[src/rtl/bbp_pkg.sv]
// Shared types and constants for the bounding box pick block.
// Used by the channel interfaces, the register file, the controller and the datapath.
package bbp_pkg;

  // Field widths fixed by the item format.
  localparam int unsigned IdxW   = 8;
  localparam int unsigned ScrW   = 16;
  localparam int unsigned CoordW = 32;
  localparam int unsigned CountW = 9;
  localparam int unsigned LayPosW  = 12;
  localparam int unsigned LayDimW  = 13;

  localparam int unsigned MaxShapesDef = 256;

  // Configuration port.
  localparam int unsigned NumRegs  = 8;
  localparam int unsigned RegIdxW  = $clog2(NumRegs);
  localparam int unsigned PAddrW   = RegIdxW + 2;
  localparam int unsigned PDataW   = 32;
  localparam logic [CoordW-1:0] ScaleReset = 32'h0001_0000;

  typedef enum logic [RegIdxW-1:0] {
    REG_LAYER_X      = 3'd0,
    REG_LAYER_Y      = 3'd1,
    REG_LAYER_WIDTH  = 3'd2,
    REG_LAYER_HEIGHT = 3'd3,
    REG_TRANS_X      = 3'd4,
    REG_TRANS_Y      = 3'd5,
    REG_SCALE        = 3'd6,
    REG_SHAPE_COUNT  = 3'd7
  } reg_idx_e;

  typedef enum logic {
    CMD_LOAD  = 1'b0,
    CMD_QUERY = 1'b1
  } command_e;

  typedef struct packed {
    logic [LayPosW-1:0]       layer_x;
    logic [LayPosW-1:0]       layer_y;
    logic [LayDimW-1:0]       layer_width;
    logic [LayDimW-1:0]       layer_height;
    logic signed [CoordW-1:0] trans_x;
    logic signed [CoordW-1:0] trans_y;
    logic [CoordW-1:0]        scale;
    logic [CountW-1:0]        shape_count;
  } cfg_t;

  // One stored box.
  typedef struct packed {
    logic signed [CoordW-1:0] left;
    logic signed [CoordW-1:0] top;
    logic signed [CoordW-1:0] right;
    logic signed [CoordW-1:0] bottom;
  } entry_t;

  // Controller to datapath.
  typedef struct packed {
    logic load;   // write the input beat into the box table
    logic start;  // latch the query point and clear the hit
    logic issue;  // read the next table entry
    logic emit;   // move the hit into the output register
  } cmd_t;

  // Datapath to controller.
  typedef struct packed {
    logic run_ok;     // point inside the layer and table not empty
    logic last_addr;  // entry being read is the last valid one
    logic pipe_busy;  // compare pipeline still holds entries
    logic out_free;   // output register can take a result
  } sts_t;

endpackage

[src/rtl/bbp_ctrl.sv]
// Sequencer for the bounding box pick block: loads, query setup, table scan and result hand-off.
// Depends on bbp_pkg for the command and status structs.
module bbp_ctrl (
  input  logic          clk_i,
  input  logic          rst_ni,
  input  logic          in_valid_i,
  input  logic          in_command_i,
  output logic          in_ready_o,
  input  bbp_pkg::sts_t sts_i,
  output bbp_pkg::cmd_t cmd_o
);

  typedef enum logic [2:0] {
    S_IDLE,
    S_CHECK,
    S_SCAN,
    S_DRAIN,
    S_EMIT
  } state_e;

  state_e state_q, state_d;
  logic   rdy_q, rdy_d;
  logic   accept;

  assign accept     = in_valid_i && rdy_q;
  assign in_ready_o = rdy_q;

  always_comb begin
    state_d = state_q;
    rdy_d   = rdy_q;
    cmd_o   = '0;
    unique case (state_q)
      S_IDLE: begin
        if (accept) begin
          if (in_command_i == bbp_pkg::CMD_QUERY) begin
            cmd_o.start = 1'b1;
            rdy_d       = 1'b0;
            state_d     = S_CHECK;
          end else begin
            cmd_o.load = 1'b1;
          end
        end
      end
      S_CHECK: begin
        state_d = sts_i.run_ok ? S_SCAN : S_EMIT;
      end
      S_SCAN: begin
        cmd_o.issue = 1'b1;
        if (sts_i.last_addr) begin
          state_d = S_DRAIN;
        end
      end
      S_DRAIN: begin
        if (!sts_i.pipe_busy) begin
          state_d = S_EMIT;
        end
      end
      S_EMIT: begin
        // hold until the output register is free
        if (sts_i.out_free) begin
          cmd_o.emit = 1'b1;
          rdy_d      = 1'b1;
          state_d    = S_IDLE;
        end
      end
      default: state_d = S_IDLE;
    endcase
  end

  always_ff @(posedge clk_i or negedge rst_ni) begin
    if (!rst_ni) begin
      state_q <= S_IDLE;
      rdy_q   <= 1'b0;
    end else begin
      state_q <= state_d;
      rdy_q   <= (state_q == S_IDLE && !cmd_o.start) ? 1'b1 : rdy_d;
    end
  end

endmodule

[config.mk]
export PLATFORM = sky130hd
export DESIGN_NAME = bbp_ctrl
export DESIGN_NICKNAME = d
export VERILOG_FILES = /design/src/rtl/bbp_pkg.sv /design/src/rtl/bbp_ctrl.sv
export SDC_FILE = /design/constraint.sdc
export NUM_CORES = 1
export LEC_CHECK = 0
export BUFFER_PORTS_ARGS = -buffer_cell sky130_fd_sc_hd__buf_2
export CAP_MARGIN = 20
export CORE_AREA = 2 2 39 41
export CTS_CLUSTER_SIZE = 14
export DETAILED_ROUTE_END_ITERATION = 12
export DIE_AREA = 0 0 41 43
export SLEW_MARGIN = 20
export SYNTH_ARGS = -nofsm -noshare
export SYNTH_HDL_FRONTEND = slang
export SYNTH_SLANG_ARGS = --single-unit
[constraint.sdc]
create_clock -name clk_i -period 1.5 [get_ports clk_i]
set_clock_uncertainty 0.05 [all_clocks]
set_input_delay 0.45 -clock clk_i [delete_from_list [all_inputs] [get_ports clk_i]]
set_output_delay 0.45 -clock clk_i [all_outputs]
set_load 0.01 [all_outputs]
**After elaboration in Yosys (flattened, before gate mapping)**

Cells that the tools add are included.

- Register bits after elaboration: 4
- Input bits: 8
- Output and inout port bits: 5
- Word-level logic and storage cells: 40

- Equal/unequal tests: 12
- Multiplexer cells: 19
- Reduce and logical (&&, ||, !) cells: 7

Operators with widths:

| kind | count |
|---|---|
| 3-bit two-way mux | 6 |
| 3-bit case mux with 5 select lines | 1 |
| 2-bit inequality test (second input constant) | 5 |
| 1-bit two-way mux | 9 |
| 3-bit inequality test (second input constant) | 3 |
| 3-bit by 2-bit == test with 1-bit output (second input constant) | 2 |
| 5-bit AND reduction | 1 |
| 2-bit two-way mux | 2 |
| 4-bit AND reduction | 1 |
| 3-bit by 1-bit == test with 1-bit output (second input constant) | 1 |
| 3-bit == test (second input constant) | 1 |
| 3-bit logical NOT | 1 |
| 3-bit nonzero test | 1 |
| 1-bit logical AND | 2 |
| 1-bit case mux with 2 select lines | 1 |
| 1-bit logical NOT | 1 |

**Longest topological paths before layout**

- Depth in word-level cells: 7
- Gate-level depth with buffers: 3

**Worst setup path after synthesis**

OpenSTA, ideal clock, no wires.

- Kind: register to output
- From: register state_q[0]
- To: output cmd_o[3] (netlist bit)
- Arrival: 1.280 ns
- Required time: 1.000 ns
- Setup slack: -0.280 ns
- Cell stages (with the launch flop): 3
- Path buffers: 0
- Cells stage by stage: dfrtp_1 > or4b_1 > nor3b_1

RTL lines:

| element | RTL line | RTL |
|---|---|---|
| from (decl) | bbp_ctrl.sv:21 | `state_e state_q, state_d;` |
| from (signal assigned) | bbp_ctrl.sv:75 | `state_q <= state_d;` |
| to (decl) | bbp_ctrl.sv:10 | `output bbp_pkg::cmd_t cmd_o` |

==> summary.txt <==
Route
  • DRC: 0
  • WL/cell: 9.11 µm
  • DRT antenna net count: 0
  • Vias: 269
  • Drt total wl: 574 µm
  • DRT Pass-1 Iters: 3
  • DRT iter0 DRCs: 4
  • Vias per inst: 4.27

Setup path
  • CP startpoint kind: flop
  • CP max FO: 2
  • CP required: 1.00 ns
  • Crit Path Class: reg2out
  • CP endpoint kind: output pin
  • Data arrival time of the critical path: 1.44 ns

Status
  • Status: finished with violations
  • Failing checks: setup timing

Die
  • Die Area: 1760 µm²
  • Rows: 14
  • Initial core utilization: 0.163
  • Die width: 41 µm
  • Area of the core: 1380 µm²
  • Top Ports: 13
  • Chip height: 43 µm

Clock network
  • Num CTS Buffers: 3
  • Root buffer cell: clkbuf_4
  • Clock Sinks: 4
  • Setup Buffers After CTS: 0
  • Clk slew on worst S/H paths: 0.03 ns
  • H-Tree Depth: 1
  • CTS tree: done
  • Clock Tree Buf Depth: 2
  • Clk_lat worst skew: 0.23 ns

Pwr
  • Clock power share: 0.179
  • Sw power: 260 µW
  • Cell Pwr Density: 1790 nW/µm²
  • Max VDD drop: 515 µV
  • P_int: 460 µW
  • Pleak: 0.000193 µW
  • Final Power: 720 µW
  • Sequential power share: 0.243
  • Switching share of total power: 0.361
  • Logic pwr share: 0.578

Layout
  • Share of cells above drive strength 1: 0.532
  • Most frequent cells in the layout: 12 x buf_2, 4 x nand2_1, 4 x dfrtp_1, 4 x buf_4
  • Filler-free cell count of the finished design: 63
  • Final core utilization: 0.291
  • Area Growth Syn to Fin: 78.9%
  • Fill count: 160
  • N_diodes: 0
  • Commonest non-fill, non-tap cell in the layout: buf_2
  • Final #Nets: 57

Logic synthesis
  • Synthesized flop and latch total: 4
  • Syn Nets: 34
  • Ranking of synthesized cells by area: dfrtp_1 44%, a21oi_1 6.7%, nand2_1 6.7%
  • Simple-Gate Fraction of Synth Area: 0.372
  • Proportion of synthesized area in mux cells: 0
  • Post-synthesis compound-gate area fraction: 0.167
  • Mapped Area: 225 µm²
  • Syn_area_per_cell: 8.66 µm²
  • Cell taking the most area after synthesis: dfrtp_1
  • Yosys top cell area share: 0.444
  • Distinct cell type count after synthesis: 15
  • Adder-Cell Fraction of Synth Area: 0
  • Synth warnings: 0
  • Mapped Cells: 26
  • Post-synthesis xor/xnor area fraction: 0
  • Largest family of logic cells by synthesized area: simple AND/OR/NAND/NOR gates
  • Sequential cell area fraction in the yosys report: 0.444

Global routing
  • Overflow after GRT: 0
  • Layer with the highest usage: met2
  • Met2 usage: 0.134
  • Vias in the first global route: 275
  • Initial antenna violation count: 0
  • Met3 Usage GRT: 0.0157
  • Met1 GRT Util: 0.101
  • Largest net degree at the start of global routing: 8
  • Total GRT Usage: 0.0868
  • First-pass GRT wire length: 1020 µm

Timing
  • FMAX: 516 MHz
  • Worst Tran Pin Value: 0.236 ns
  • Max-slew violation count: 0
  • Hold Violations, Final: 0
  • Unrepaired setup endpoints after global routing: true
  • Final worst path period share: 1.29
  • Relative slew slack: 0.842
  • Post-route setup slack: -0.440 ns
  • Fin Hold WS: 0.372 ns
  • Endpoints failing setup: 4
  • Tmin final: 1.94 ns

Hold path
  • Worst min path class: in2reg

Placement
  • PortBufs: 12
  • Dpl cells: 59
  • RD Place Congestion: 0.651
  • DP Worst Slack: -0.206 ns

Flow run
  • MaxCap Viol Count: 0
critical path: stages (launching register included):
cell and delay, ns:
dfrtp_1 0.36, or4b_4 0.55, nor3b_2 0.15, buf_2 0.14
registers in the layout (all words and copies together) (netlist names):
| name | flops |
|---|---|
| in_ready_o | 1 |
| state_q | 3 |
metal layers:
metal  vias up  part of all wire
met3         0             0.064
met4         0                 0
li1        137                 -
met5         -                 0
met1       127              0.38
met2         5              0.56
logic make-up after synthesis:
family	Yosys count
DFF	4
AOI/OAI and AO/OA	6
and+or+nand+nor	15
buffers and inverters	1
power by group through the flow:
| stage | Clock, µW | Combinational (µW) | Sequential [µW] |
|---|---|---|---|
| 2_1_floorplan | 0 | 172 | 213 |
| 3_3_place_gp | 0 | 378 | 175 |
| 3_5_place_dp | 0 | 382 | 175 |
| 4_1_cts | 138 | 420 | 175 |
| 5_1_grt | 136 | 464 | 183 |
| 6_report | 129 | 416 | 175 |
path summary, 6_finish.rpt:
kind	from	cells after the start	to	slack (ns)
worst max-delay path	state_q[2]$_DFFE_PN0P_	3	cmd_o[3]	-0.44
worst max register to register	state_q[2]$_DFFE_PN0P_	3	in_ready_o$_DFFE_PN0P_	0.23
max in group asynchronous	rst_ni	2	state_q[1]$_DFFE_PN0P_	0.78
min in group asynchronous	rst_ni	2	state_q[0]$_DFFE_PN0P_	0.50
worst min-delay path	sts_i[0]	2	state_q[2]$_DFFE_PN0P_	0.37
worst min register to register	state_q[2]$_DFFE_PN0P_	2	state_q[1]$_DFFE_PN0P_	0.52
what timing repair did:
item | 4_1_cts | 5_1_grt
endpoints found under the setup margin | 4 | 4
pin swaps | 1 | 0
gates resized for setup | 4 | 0
hold buffers | 1 | 0
hold endpoints to repair | 4 | 0
area by class of cell:
class | count | area (µm²) | area share
multi-input cells | 21 | 145 | 0.360
repair buffers | 18 | 111 | 0.276
inverters | 1 | 3.75 | 0.00932
well taps | 16 | 20.0 | 0.0497
clock buffers | 3 | 22.5 | 0.0559
flip-flops and latches | 4 | 100 | 0.248
metrics by stage:
step | setup TNS, ns | area, µm²
4_1_cts | -1.07 | 403
6_report | -0.997 | 403
3_5_place_dp | -0.383 | 354
3_3_place_gp | -0.373 | 354
2_1_floorplan | -0.342 | 236
5_1_grt | -1.22 | 403
cell usage after synthesis (all sizes together):
library cell / number
nor2: 3
nor2b: 1
and3: 1
a21oi: 3
nand4b: 1
o21ai: 1
nor3: 1
or4b: 1
a221oi: 1
nand2: 4
dfrtp: 4
inv: 1
nand2b: 1
o2bb2ai: 1
nor3b: 2
Note: power is estimated with default switching activity, not from simulation.
