<file path="src/rtl/bbp_pkg.sv">
// Shared types and constants for the bounding box pick block.
// Used by the channel interfaces, the register file, the controller and the datapath.
package bbp_pkg;

  // Field widths fixed by the item format.
  localparam int unsigned IdxW   = 8;
  localparam int unsigned ScrW   = 16;
  localparam int unsigned CoordW = 32;
  localparam int unsigned CountW = 9;
  localparam int unsigned LayPosW  = 12;
  localparam int unsigned LayDimW  = 13;

  localparam int unsigned MaxShapesDef = 256;

  // Configuration port.
  localparam int unsigned NumRegs  = 8;
  localparam int unsigned RegIdxW  = $clog2(NumRegs);
  localparam int unsigned PAddrW   = RegIdxW + 2;
  localparam int unsigned PDataW   = 32;
  localparam logic [CoordW-1:0] ScaleReset = 32'h0001_0000;

  typedef enum logic [RegIdxW-1:0] {
    REG_LAYER_X      = 3'd0,
    REG_LAYER_Y      = 3'd1,
    REG_LAYER_WIDTH  = 3'd2,
    REG_LAYER_HEIGHT = 3'd3,
    REG_TRANS_X      = 3'd4,
    REG_TRANS_Y      = 3'd5,
    REG_SCALE        = 3'd6,
    REG_SHAPE_COUNT  = 3'd7
  } reg_idx_e;

  typedef enum logic {
    CMD_LOAD  = 1'b0,
    CMD_QUERY = 1'b1
  } command_e;

  typedef struct packed {
    logic [LayPosW-1:0]       layer_x;
    logic [LayPosW-1:0]       layer_y;
    logic [LayDimW-1:0]       layer_width;
    logic [LayDimW-1:0]       layer_height;
    logic signed [CoordW-1:0] trans_x;
    logic signed [CoordW-1:0] trans_y;
    logic [CoordW-1:0]        scale;
    logic [CountW-1:0]        shape_count;
  } cfg_t;

  // One stored box.
  typedef struct packed {
    logic signed [CoordW-1:0] left;
    logic signed [CoordW-1:0] top;
    logic signed [CoordW-1:0] right;
    logic signed [CoordW-1:0] bottom;
  } entry_t;

  // Controller to datapath.
  typedef struct packed {
    logic load;   // write the input beat into the box table
    logic start;  // latch the query point and clear the hit
    logic issue;  // read the next table entry
    logic emit;   // move the hit into the output register
  } cmd_t;

  // Datapath to controller.
  typedef struct packed {
    logic run_ok;     // point inside the layer and table not empty
    logic last_addr;  // entry being read is the last valid one
    logic pipe_busy;  // compare pipeline still holds entries
    logic out_free;   // output register can take a result
  } sts_t;

endpackage

</file>
<file path="src/rtl/bbp_regs.sv">
// APB-style configuration register file for the bounding box pick block.
// Depends on bbp_pkg for the register map and the configuration struct.
module bbp_regs (
  input  logic                          clk_i,
  input  logic                          rst_ni,
  input  logic                          psel,
  input  logic                          penable,
  input  logic                          pwrite,
  input  logic [bbp_pkg::PAddrW-1:0]    paddr,
  input  logic [bbp_pkg::PDataW-1:0]    pwdata,
  output logic [bbp_pkg::PDataW-1:0]    prdata,
  output logic                          pready,
  output bbp_pkg::cfg_t                 cfg_o
);

  bbp_pkg::cfg_t    cfg_q;
  bbp_pkg::reg_idx_e idx;
  logic             wr_en;

  assign pready = 1'b1;
  assign idx    = bbp_pkg::reg_idx_e'(paddr[bbp_pkg::PAddrW-1:2]);
  assign wr_en  = psel && penable && pwrite;
  assign cfg_o  = cfg_q;

  always_ff @(posedge clk_i or negedge rst_ni) begin
    if (!rst_ni) begin
      cfg_q       <= '0;
      cfg_q.scale <= bbp_pkg::ScaleReset;
    end else if (wr_en) begin
      unique case (idx)
        bbp_pkg::REG_LAYER_X:      cfg_q.layer_x      <= pwdata[bbp_pkg::LayPosW-1:0];
        bbp_pkg::REG_LAYER_Y:      cfg_q.layer_y      <= pwdata[bbp_pkg::LayPosW-1:0];
        bbp_pkg::REG_LAYER_WIDTH:  cfg_q.layer_width  <= pwdata[bbp_pkg::LayDimW-1:0];
        bbp_pkg::REG_LAYER_HEIGHT: cfg_q.layer_height <= pwdata[bbp_pkg::LayDimW-1:0];
        bbp_pkg::REG_TRANS_X:      cfg_q.trans_x      <= $signed(pwdata);
        bbp_pkg::REG_TRANS_Y:      cfg_q.trans_y      <= $signed(pwdata);
        bbp_pkg::REG_SCALE:        cfg_q.scale        <= pwdata;
        bbp_pkg::REG_SHAPE_COUNT:  cfg_q.shape_count  <= pwdata[bbp_pkg::CountW-1:0];
        default: ;
      endcase
    end
  end

  always_comb begin
    unique case (idx)
      bbp_pkg::REG_LAYER_X:      prdata = bbp_pkg::PDataW'(cfg_q.layer_x);
      bbp_pkg::REG_LAYER_Y:      prdata = bbp_pkg::PDataW'(cfg_q.layer_y);
      bbp_pkg::REG_LAYER_WIDTH:  prdata = bbp_pkg::PDataW'(cfg_q.layer_width);
      bbp_pkg::REG_LAYER_HEIGHT: prdata = bbp_pkg::PDataW'(cfg_q.layer_height);
      bbp_pkg::REG_TRANS_X:      prdata = unsigned'(cfg_q.trans_x);
      bbp_pkg::REG_TRANS_Y:      prdata = unsigned'(cfg_q.trans_y);
      bbp_pkg::REG_SCALE:        prdata = cfg_q.scale;
      bbp_pkg::REG_SHAPE_COUNT:  prdata = bbp_pkg::PDataW'(cfg_q.shape_count);
      default:                   prdata = '0;
    endcase
  end

endmodule

</file>
<file path="config.mk">
export PLATFORM = sky130hd
export DESIGN_NAME = bbp_regs
export DESIGN_NICKNAME = d
export VERILOG_FILES = /design/src/rtl/bbp_pkg.sv /design/src/rtl/bbp_regs.sv
export SDC_FILE = /design/constraint.sdc
export NUM_CORES = 1
export LEC_CHECK = 0
export BUFFER_PORTS_ARGS = -buffer_cell sky130_fd_sc_hd__clkbuf_2
export CORE_AREA = 2 2 172 174
export CTS_CLUSTER_SIZE = 24
export DETAILED_ROUTE_END_ITERATION = 7
export DIE_AREA = 0 0 174 176
export GPL_ROUTABILITY_DRIVEN = 0
export PLACE_DENSITY = 0.45
export SLEW_MARGIN = 20
export SYNTH_ARGS = -nofsm -noshare
export SYNTH_HDL_FRONTEND = slang
export SYNTH_SLANG_ARGS = --single-unit
</file>
<file path="constraint.sdc">
create_clock -name clk_i -period 1.9 [get_ports clk_i]
set_clock_uncertainty 0.2 [all_clocks]
set_input_delay 0.285 -clock clk_i [delete_from_list [all_inputs] [get_ports clk_i]]
set_output_delay 0.285 -clock clk_i [all_outputs]
set_load 0.03 [all_outputs]
</file>
* Word-level counts from Yosys, hierarchy flattened
Cells that the tools add are included.
** Storage, ports and cells
- Bits in registers :: 155
- Input bits :: 42
** Operators by class
- Equality and inequality tests :: 7
- Multiplexer cells :: 1
- Reductions and logical operators :: 11
** Operators with widths (number)
- 32-bit case mux with 8 select lines :: 1
- 2-bit AND reduction :: 8
- 3-bit equality test (second input constant) :: 4
- 3-bit by 2-bit equality test with 1-bit output (second input constant) :: 2
- 3-bit by 1-bit equality test with 1-bit output (second input constant) :: 1
- 3-bit zero test :: 1
- 1-bit logical AND :: 2

* Longest topological paths before layout
- Depth after elaboration :: 3
- Mapped depth :: 6
- Mapped depth without buffers :: 4

* Worst setup path before layout
No wires, ideal clock.
- Path kind :: input-to-output
- Start :: input paddr[2] in the netlist's numbering
- End :: output prdata[12] in the netlist's numbering
- Arrival time :: 1.542 ns
- Data required time :: 1.415 ns
- Path slack :: -0.127 ns
- Stages :: 4
- Cells stage by stage :: buf_2 -> buf_1 -> mux2i_1 -> o21ai_0
** On the way
- Cells in the longest elaborated chain, start to end :: 2
** Ends and longest elaborated chain
- start, declared :: RTL line bbp_regs.sv:9 : input logic [bbp_pkg::PAddrW-1:0] paddr,
- 3-bit equality test, or another cell as far along :: RTL line bbp_regs.sv:45 : unique case (idx)
- 32-bit case mux with 8 select lines * :: RTL line bbp_regs.sv:45
- end, declared :: RTL line bbp_regs.sv:11 : output logic [bbp_pkg::PDataW-1:0] prdata,
Mark *: on every way between the ends. The rest lies on a longest branch, timed or not.

* Worst setup path after layout
- Start :: register cfg_q (netlist bit cfg_o[116])
- End :: output prdata[11] in the netlist's numbering
** On the way
- Cells in the longest elaborated chain, start to end :: 1
** Ends and longest elaborated chain
- start, declared :: RTL line bbp_regs.sv:16 : bbp_pkg::cfg_t cfg_q;
- 32-bit case mux with 8 select lines :: RTL line bbp_regs.sv:45
No other way between the ends.

==> impl_results.md <==
- Post-Synth Simple-Gate Area: 0.0568
- Main synth FF type: dfrtp_1
- CP required: 1.41 ns
- Distinct cell type count after synthesis: 29
- Most frequent cells in the layout: clkbuf_2 (193), mux2_2 (154), dfrtp_1 (154)
- Clock latency on the worst-skew pair: 0.42 ns
- CP Launch Type: flop
- Critical path endpoint category: primary output
- Inst Count DP: 1164
- Status: complete, but fails checks
- Port bufs: 226
- Ys Warns: 0
- Post-synth top area share: 0.543
- Die area: 30600 um2
- Number of cell rows: 62
- Residual DRC count: 0
- Die H: 176 um
- Setup slack after layout: -0.282 ns
- Worst path bufs/invs: 1
- CTS root buf: clkbuf_16
- Pre-antenna DRT Iters: 4
- Htree depth: 4
- Antenna violations before repair: 1
- Post-synth EDFFs: 0
- Layout cells sized above 1: 0.620
- Placed Area: 9220 um2
- Average size of a mapped cell: 13.3 um2
- # clock sinks: 155
- First-pass GRT wire length: 36.8 mm
- Power Density: 1120 nW/um2
- RSZ-0062 raised after global routing: true
- Number of global-route vias before repair: 6069
- Chip width: 174 um
- Violated checks: setup timing
- Net count reported at finish: 932
- Crit Reg-Reg Startpoint: cfg_o[11]
- Hold wc startpoint: pwdata[8]
- CP Max Fanout: 2
- Max capacitance violation total: 0
- CP arrival: 1.70 ns
- VDD IR-drop max: 0.500 mV
- Leakage power: 5.37 nW
- # diodes: 0
- Synthesized netlist cell count: 534
- Finish-stage setup viols: 11
- Synth top area cells: dfrtp_1 (54%), mux2_2 (25%), mux2i_1 (7.2%), and2_1 (1.7%), o21ai_0 (1.6%)
- Kind of critical path: reg2out
- Most common cell after layout, fill and taps aside: clkbuf_2
- Mapped cell area: 7100 um2
- Max reg flops: 155
- Crit share post-route: 1.15
- Leading area contributor after synthesis: dfrtp_1
- Fraction of registers with async set/reset: 1.00
- Setup TNS: -0.556 ns
- Syn Nets: 576
- Sequential area share after synthesis: 0.547
- WL final: 24.1 mm
- Adder-Cell Fraction of Synth Area: 0
- Area grow syn2layout: 52.4%
- I/O Pins: 230
- Wirelength per Cell: 18.7 um
- Synth Area in Compound Gates: 0.0522
- Final min period: 2.18 ns
- CTS Buf Count: 17
- Hold slack: 0.0219 ns
- Critical-path top delay cell: mux4_2
- Core area: 28500 um2
- 1st-iter DRT viols: 190
- Mux share of post-synthesis cell area: 0.321
- Internal reg-to-reg setup slack: 0.70 ns
- Max Freq: 0.458 GHz
- Largest family of logic cells by synthesized area: multiplexers
- Drt via density: 4.46
- Gr usage total: 0.158
- Min-delay worst type: in2reg
- CTS tree: built
- Clock-pin slew on the worst setup and hold paths: 0.06 ns
- Vias: 5737
- Clock buffer depth: 2
- Crit-path cells: mux4_2 -> mux2_4 -> buf_8
- Crit path max-delay family: multiplexers
- Synthesized flop and latch total: 155
- Worst Setup SP: cfg_o[116]
- Antenna-violating nets left: 0
- Final core occ: 0.379
- Starting Density: 0.249
- DP HPWL: 16.7 mm
- Fin cells: 1287
- Hold Vio Cnt, Final: 0
- Finished Cell Area: 10800 um2
- Final Max Tran Viols: 0
- Crit-path max cell delay: 0.46 ns
- Largest net degree at the start of global routing: 40
- Synth Area in XOR/XNOR: 0
- Total grt overflow: 0
## through the flow
stage	setup WS [ns]	total power, mW
floorplan	0.0149	6.87
global placement	-0.188	8.25
detailed placement	-0.173	8.27
CTS	-0.326	12.1
global route	-0.326	12.8
finish	-0.282	12.2
## cell families after synthesis
logic type,count (synthesis)
AO/OA/AOI/OAI,58
AND/OR/NAND/NOR,79
buffers and inverters,34
multiplexers,207
flip-flops,155
other,1
## power breakdown
part	total (mW)	switching, mW	internal, mW
sequential	4.42	0.466	3.95
combinational	4.38	2.61	1.77
clock	3.37	1.42	1.95
total	12.2	4.50	7.67
## layout make-up
type | instances | area, um2
clock buffers | 23 | 488
clock inverters | 9 | 87.6
fillers | 2875 | 17700
inverters | 1 | 3.75
multi-input cells | 345 | 3170
flip-flops and latches | 155 | 3880
well taps | 384 | 480
repair buffers | 370 | 2710
## worst paths after layout
kind | endpoint | cells past startpoint
hold reg to reg | cfg_o[128] | 1
hold / removal | cfg_o[151] | 2
setup reg to reg | cfg_o[11] | 3
min in group asynchronous | cfg_o[22] | 2
setup / recovery | prdata[11] | 3
max in group asynchronous | cfg_o[19] | 3
## what timing repair did
item | CTS | global route
setup endpoints to repair | 30 | 30
resized for setup | 46 | 69
hold endpoints to repair | 224 | 0
hold buffers | 23 | 0
setup buffers | 42 | 26
pin swaps | 13 | 15
## per-layer routing
layer | up-vias | track usage | part of all wire
li1 | 2634 | - | -
met5 | - | 0 | 0.00054
met2 | 184 | 0.261 | 0.47
met1 | 2906 | 0.203 | 0.46
met4 | 2 | 0.0364 | 0.0066
met3 | 11 | 0.0506 | 0.069
## cell usage after synthesis, types with 8 or more instances
master,number
buf_2,20
o22a_1,9
nand2_1,25
mux2i_1,51
o22ai_1,9
dfrtp_1,154
nor2_1,18
a211oi_1,10
clkbuf_1,8
mux2_2,155
and2_1,19
o21ai_0,23
(Power assumes the default switching activity.)
